**config.mk**
```make
export PLATFORM = sky130hd
export DESIGN_NAME = saq_cell
export DESIGN_NICKNAME = d
export VERILOG_FILES = /design/src/rtl/saq_pkg.sv /design/src/rtl/saq_cell.sv
export SDC_FILE = /design/constraint.sdc
export NUM_CORES = 1
export LEC_CHECK = 0
export BUFFER_PORTS_ARGS = -buffer_cell sky130_fd_sc_hd__buf_2
export CAP_MARGIN = 20
export CORE_AREA = 2 2 162 164
export DETAILED_ROUTE_END_ITERATION = 7
export DIE_AREA = 0 0 164 166
export HOLD_SLACK_MARGIN = 0.06
export PLACE_DENSITY_LB_ADDON = 0.25
export SETUP_SLACK_MARGIN = 0.02
export SLEW_MARGIN = 30
export SYNTH_ARGS = -nofsm -noshare
export SYNTH_HDL_FRONTEND = slang
export SYNTH_SLANG_ARGS = --single-unit
```
**constraint.sdc**
```tcl
create_clock -name clk -period 7.4 [get_ports clk]
set_input_delay 0.37 -clock clk [delete_from_list [all_inputs] [get_ports clk]]
set_output_delay 0.37 -clock clk [all_outputs]
set_load 0.03 [all_outputs]
```
**src/rtl/saq_pkg.sv**
```systemverilog
// Package for the sorted alarm queue: entry, request and result types, operation
// and status codes, and the cell control word shared by the cell row and the top level.
// Depends on nothing.
package saq_pkg;

    localparam int ID_W         = 5;
    localparam int TIME_W       = 32;
    localparam int OWNER_W      = 64;
    localparam int RESULT_LIMIT = 16;
    localparam int CNT_W        = $clog2(RESULT_LIMIT + 1);

    typedef enum logic [1:0] {
        FN_ADD    = 2'd0,
        FN_DELETE = 2'd1,
        FN_FIND   = 2'd2,
        FN_EXPIRE = 2'd3
    } saq_func_t;

    typedef enum logic [2:0] {
        STS_OK        = 3'd0,
        STS_NO_ID     = 3'd1,
        STS_PAST      = 3'd2,
        STS_NOT_OWNER = 3'd3,
        STS_FULL      = 3'd4
    } saq_status_t;

    typedef enum logic [1:0] {
        ST_IDLE,
        ST_EXEC,
        ST_EXPIRE
    } saq_state_t;

    typedef enum logic [1:0] {
        CELL_HOLD,
        CELL_INSERT,
        CELL_REMOVE
    } saq_cell_op_t;

    typedef struct packed {
        logic [TIME_W-1:0]  due_time;
        logic [ID_W-1:0]    id;
        logic [OWNER_W-1:0] owner;
    } saq_entry_t;

    typedef struct packed {
        saq_cell_op_t    op;
        logic [ID_W-1:0] key_id;
        saq_entry_t      ins;
    } saq_cell_ctrl_t;

    typedef struct packed {
        saq_func_t          func;
        logic [ID_W-1:0]    alarm_id;
        logic [TIME_W-1:0]  alarm_time;
        logic [OWNER_W-1:0] owner_name;
        logic               override_owner;
        logic [TIME_W-1:0]  now_time;
    } saq_req_t;

    typedef struct packed {
        saq_status_t        status;
        logic [ID_W-1:0]    out_id;
        logic [TIME_W-1:0]  out_time;
        logic [OWNER_W-1:0] out_owner;
        logic               last_result;
    } saq_rsp_t;

endpackage

```
**src/rtl/saq_cell.sv**
```systemverilog
// One slot of the sorted alarm row: holds an entry and trades it with its neighbors.
// Depends on saq_pkg.
module saq_cell
    import saq_pkg::*;
(
    input  logic           clk,
    input  saq_cell_ctrl_t ctrl,
    input  logic           occupied,
    input  logic           take_right,
    input  logic           after_in,
    input  saq_entry_t     left_entry,
    input  saq_entry_t     right_entry,
    output logic           after_out,
    output logic           match,
    output saq_entry_t     entry
);

    saq_entry_t entry_reg;
    saq_entry_t entry_next;

    // The new entry belongs before this slot when the slot is empty or due later.
    assign after_out = !occupied || (ctrl.ins.due_time < entry_reg.due_time);
    assign match     = occupied && (entry_reg.id == ctrl.key_id);
    assign entry     = entry_reg;

    always_comb
    begin
        entry_next = entry_reg;
        case (ctrl.op)
            CELL_INSERT:
            begin
                if (after_in)
                begin
                    entry_next = left_entry;
                end
                else if (after_out)
                begin
                    entry_next = ctrl.ins;
                end
            end
            CELL_REMOVE:
            begin
                if (take_right)
                begin
                    entry_next = right_entry;
                end
            end
            default:
            begin
                entry_next = entry_reg;
            end
        endcase
    end

    always_ff @(posedge clk)
    begin
        entry_reg <= entry_next;
    end

endmodule

```
* Word-level counts from Yosys, hierarchy flattened
Cells that the tools add are included.
Widths: inputs -> output; s select.
** Storage, ports and cells
- Register bits after elaboration :: 101
- Input bits :: 314
- Output and inout bits :: 103
** Operators by class
- Magnitude comparators :: 1
- Equal/unequal tests :: 5
- Multiplexer cells :: 4
- Reductions and logical operators :: 5
** Operators by type and width (number)
- $mux 101 :: 3
- $pmux 101 s2 :: 1
- $lt 32x32->1 :: 1
- $eq 5x5->1 :: 1
- $ne 3x3->1 const B :: 1
- $reduce_and 3->1 :: 1
- $eq 2x1->1 const B :: 1
- $eq 2x2->1 const B :: 1
- $ne 2x2->1 const B :: 1
- $reduce_bool 2->1 :: 1
- $logic_and 1x1->1 :: 1
- $logic_not 1->1 :: 1
- $logic_or 1x1->1 :: 1

* Longest topological paths before layout
- Word-level depth :: 5
- Mapped depth :: 8
- Depth with buffers taken out :: 8

* Worst setup path after synthesis
OpenSTA, ideal clock, no wires.
- Path kind :: reg2reg
- Start :: reg entry_reg, in the netlist entry[71]
- End :: reg entry_reg, in the netlist entry[0] (enable)
- Library setup time :: 594 ps
- Data arrival time :: 6735 ps
- Slack :: 72 ps
- Cell stages (with the launch flop) :: 9
- Clock period less this slack :: 7328 ps
- Cell sequence :: edfxtp_1 > inv_1 > ha_1 > a211o_1 > a31oi_1 > o311a_1 > nor3_1 > o311a_1 > a21oi_1
** Between the ends
- Word-level cells in the longest chain between the ends :: 4
** Ends and longest elaborated chain
- start: declaration :: RTL line saq_cell.sv:18 : saq_entry_t entry_reg;
- start signal: assignment :: RTL line saq_cell.sv:57 : entry_reg <= entry_next;
- $lt 32x32->1 :: RTL line saq_cell.sv:22 : assign after_out = !occupied || (ctrl.ins.due_time < entry_reg.due_time);
- $logic_or 1x1->1 :: RTL line saq_cell.sv:22
- $ne 3x3->1 (no line)
- $reduce_and 3->1 (no line)
No other way between the ends.
A chain may end at the register's enable or synchronous reset.

* Worst setup path in the final report
- Start :: reg entry_reg, in the netlist entry[71]
- End :: reg entry_reg, in the netlist entry[29] (enable)
Same word-level chain as after synthesis.

==> impl_metrics.toml <==
[placed_design]
routabilityCongestion = 0.779
buffer_ports.inserted = 416
hpwl_after_detailed_placement_mm = 15.7
placement.cell_area_mm2 = 0.00835

[synthesis]
netlist_area_mm2 = 0.00593
synth.top_cell.area_share_pct = 51.1
part_of_the_yosys_area_used_for_sequential_elements_pct = 51.1
synthArstFlopShare_pct = 0
netlist_top_cells_area = "sky130_fd_sc_hd__edfxtp_1 (51%), sky130_fd_sc_hd__mux2i_1 (17%), sky130_fd_sc_hd__o21ai_0 (8.8%)"
yosysTopAreaCell = "sky130_fd_sc_hd__edfxtp_1"
synth_cell_type_count = 30
synth.yosys.warnings = 0
synth-seq-cells = 101
synthesis.area_per_instance_um2 = 10.6
post_synth_inst_count = 558
postSynth.topFlopCell = "sky130_fd_sc_hd__edfxtp_1"
synthesis.nets = 903
synth-edff-count = 101

[clock_network]
post_cts.repair.setup_buffers = 0
ctsHoldBuffers = 0
post_cts_resize_count = 0
ctsRootBufferMaster = "sky130_fd_sc_hd__clkbuf_16"
cts.htree.levels = 3
clk_path_buf_depth = 2
clk_pin_slew_ns = 0.07
clk-insertion-delay-late_ns = 0.35
cts_tree = "built"
cts-buffers-inserted = 9
numClockSinks = 101

[route]
wirelength_mm = 19.4
route.detailed.vias_per_inst = 4.21
wl_per_cell_um = 14.9
via_count = 5463
first_iter_violations = 202
remaining_drc_errors = 0
firstDrtPassIters = 4
ant_nets = 0

[final_layout]
largest_register_ff_count = 101
layout.nets = 1302
ff_latch_area_mm2 = 0.00303
area_growth_syn_to_layout_pct = 45.6
final.fill_count = 2718
final_design_area_no_fill_mm2 = 0.00864
share_of_cells_above_drive_strength_1_pct = 45.5
multi_input_comb_area_mm2 = 0.00266

[die]
floorplan.core_area_mm2 = 0.0256
design.die.area_mm2 = 0.0272
die_height_um = 166
floorplan.initialDensity_pct = 23.2
boundaryPins = 417
floorplan.die.width_um = 164
row_count = 59

[global_route]
grt_start_max_net_pins = 119
grt_first_pass_wirelength_mm = 28.0
global_route.overflow_total = 0
via_count_of_the_first_global_routing_pass = 5304
grt_antenna_before_repair = 1
groute.usage.overall_pct = 13.5

[power_and_ir_drop]
worst_ir_drop_vdd_uv = 95.1
power.total_mw = 1.56
power_per_cell_area_mw_per_mm2 = 181
power_leakage_nw = 4.17

[setup_path]
slowest_delay_ns = 0.62
crit_chain = "inv_1 > ha_1 > a211o_1 > a31oi_1 > o311a_1 > nor3_1 > o311a_1 > a21oi_4 > buf_4 > buf_4"
critical-path-slowest-cell = "sky130_fd_sc_hd__buf_4"
crit_required_ns = 7.39
startpoint_type_of_the_worst_setup_path = "register"
worst-path-max-fanout = 46
critical_path_arrival_ns = 3.76
worstSetupPathType = "register to register"
timing.critical_path.to_type = "register"

[timing]
tightestPinTransition_ns = 0.776
grt_setup_unrepaired = "false"
finalCriticalPeriod_ns = 3.78
min_period_over_period_pct = 51.1
worst_slew_margin_rel_pct = 48.3
timing_max_transition_violations_final = 0
setup-violations-final = 0
fmaxAchievable_mhz = 265
final_hold_vios = 0
fin_setup_tns_ns = 0
skew_ns = 0.00787

[run]
max_cap_viol_count = 0

[hold_path]
hp-class = "primary input to register"

[status]
run_status = "finished, final reports clean"
-- worst max-delay path, delay by kind of cell (launching register included) --
kind / cells / cell delay [ns]
simple gates: 1 / 0.07
compound gates: 5 / 1.44
fa+ha+maj: 1 / 0.23
flops: 1 / 0.38
buf+inv: 3 / 1.25
-- metal layers --
| layer | vias to the layer above | global-route usage [%] | wire length (um) |
|---|---|---|---|
| li1 | 2823 | - | - |
| met5 | - | 0 | 0 |
| met4 | 0 | 3.43 | 204 |
| met2 | 232 | 24.6 | 9850 |
| met3 | 12 | 3.60 | 1440 |
| met1 | 2396 | 15.6 | 7880 |
-- cells in the final DEF (no fill, tap or decap), types with 2 or more instances in the layout --
| master | netlist | final |
|---|---|---|
| sky130_fd_sc_hd__xor2_1 | 4 | 4 |
| sky130_fd_sc_hd__nor4_1 | 2 | 2 |
| sky130_fd_sc_hd__a21o_1 | 2 | 2 |
| sky130_fd_sc_hd__edfxtp_1 | 101 | 101 |
| sky130_fd_sc_hd__buf_2 | 19 | 415 |
| sky130_fd_sc_hd__clkinv_4 | 0 | 2 |
| sky130_fd_sc_hd__inv_6 | 0 | 2 |
| sky130_fd_sc_hd__inv_1 | 31 | 31 |
| sky130_fd_sc_hd__nor2_1 | 3 | 3 |
| sky130_fd_sc_hd__nand2_1 | 109 | 109 |
| sky130_fd_sc_hd__clkbuf_16 | 0 | 9 |
| sky130_fd_sc_hd__nand4_1 | 5 | 5 |
| sky130_fd_sc_hd__nand3_1 | 3 | 3 |
| sky130_fd_sc_hd__o311a_1 | 2 | 2 |
| sky130_fd_sc_hd__buf_4 | 0 | 4 |
| sky130_fd_sc_hd__a21oi_1 | 12 | 11 |
| sky130_fd_sc_hd__o21ai_0 | 104 | 104 |
| sky130_fd_sc_hd__ha_1 | 31 | 31 |
| sky130_fd_sc_hd__buf_6 | 0 | 2 |
| sky130_fd_sc_hd__mux2i_1 | 101 | 101 |
| sky130_fd_sc_hd__nand2b_1 | 2 | 2 |
-- Yosys cell counts, types with 2 or more instances --
cell,count
sky130_fd_sc_hd__nor2_1,3
sky130_fd_sc_hd__a21oi_1,12
sky130_fd_sc_hd__buf_2,19
sky130_fd_sc_hd__a21o_1,2
sky130_fd_sc_hd__mux2i_1,101
sky130_fd_sc_hd__xor2_1,4
sky130_fd_sc_hd__inv_1,31
sky130_fd_sc_hd__nor4_1,2
sky130_fd_sc_hd__nand2_1,109
sky130_fd_sc_hd__nand2b_1,2
sky130_fd_sc_hd__clkbuf_1,14
sky130_fd_sc_hd__o21ai_0,104
sky130_fd_sc_hd__nand4_1,5
sky130_fd_sc_hd__ha_1,31
sky130_fd_sc_hd__nand3_1,3
sky130_fd_sc_hd__edfxtp_1,101
sky130_fd_sc_hd__o311a_1,2
-- stage by stage --
stage / util [%] / hold WS [ns] / std cells / setup WS (ns)
after floorplan: - / 0.557 / 558 / 0.0717
after global placement: 32.6 / 0.643 / 1281 / 3.41
after detailed placement: 32.6 / 0.649 / 1281 / 3.32
after CTS: 33.7 / 0.271 / 1297 / 3.47
after global routing: 33.7 / 0.283 / 1297 / 3.33
final: 33.7 / 0.293 / 1298 / 3.62
-- power breakdown --
part	switching [mW]	internal [mW]
registers	0.0147	0.692
clock network	0.228	0.233
logic	0.242	0.153
-- worst paths after layout --
kind / from / to / slack [ns] / cells past startpoint
hold / removal: right_entry[31] / entry[31]$_DFFE_PP_ / 0.29 / 3
setup reg to reg: entry[71]$_DFFE_PP_ / entry[29]$_DFFE_PP_ / 3.62 / 10
hold reg to reg: entry[100]$_DFFE_PP_ / entry[38]$_DFFE_PP_ / 1.25 / 6
setup / recovery: entry[71]$_DFFE_PP_ / entry[29]$_DFFE_PP_ / 3.62 / 10
-- kinds of logic after synthesis --
logic type	Yosys count	synth area share (%)
fa+ha+maj	31	6.54
mux	101	17.0
simple gates	129	8.88
buf+inv	64	4.45
xor+xnor	5	0.738
flops	101	51.1
compound gates	127	11.3
-- area by class of cell --
cell class / instances / share of cell area (%)
well taps: 335 / 4.85
diodes: 1 / 0.0290
multi-input cells: 393 / 30.7
clock inverters: 7 / 0.666
clock buffers: 9 / 2.61
repair buffers: 421 / 24.6
flip-flops and latches: 101 / 35.1
inverters: 31 / 1.35
Note: power is estimated with default switching activity, not from simulation.
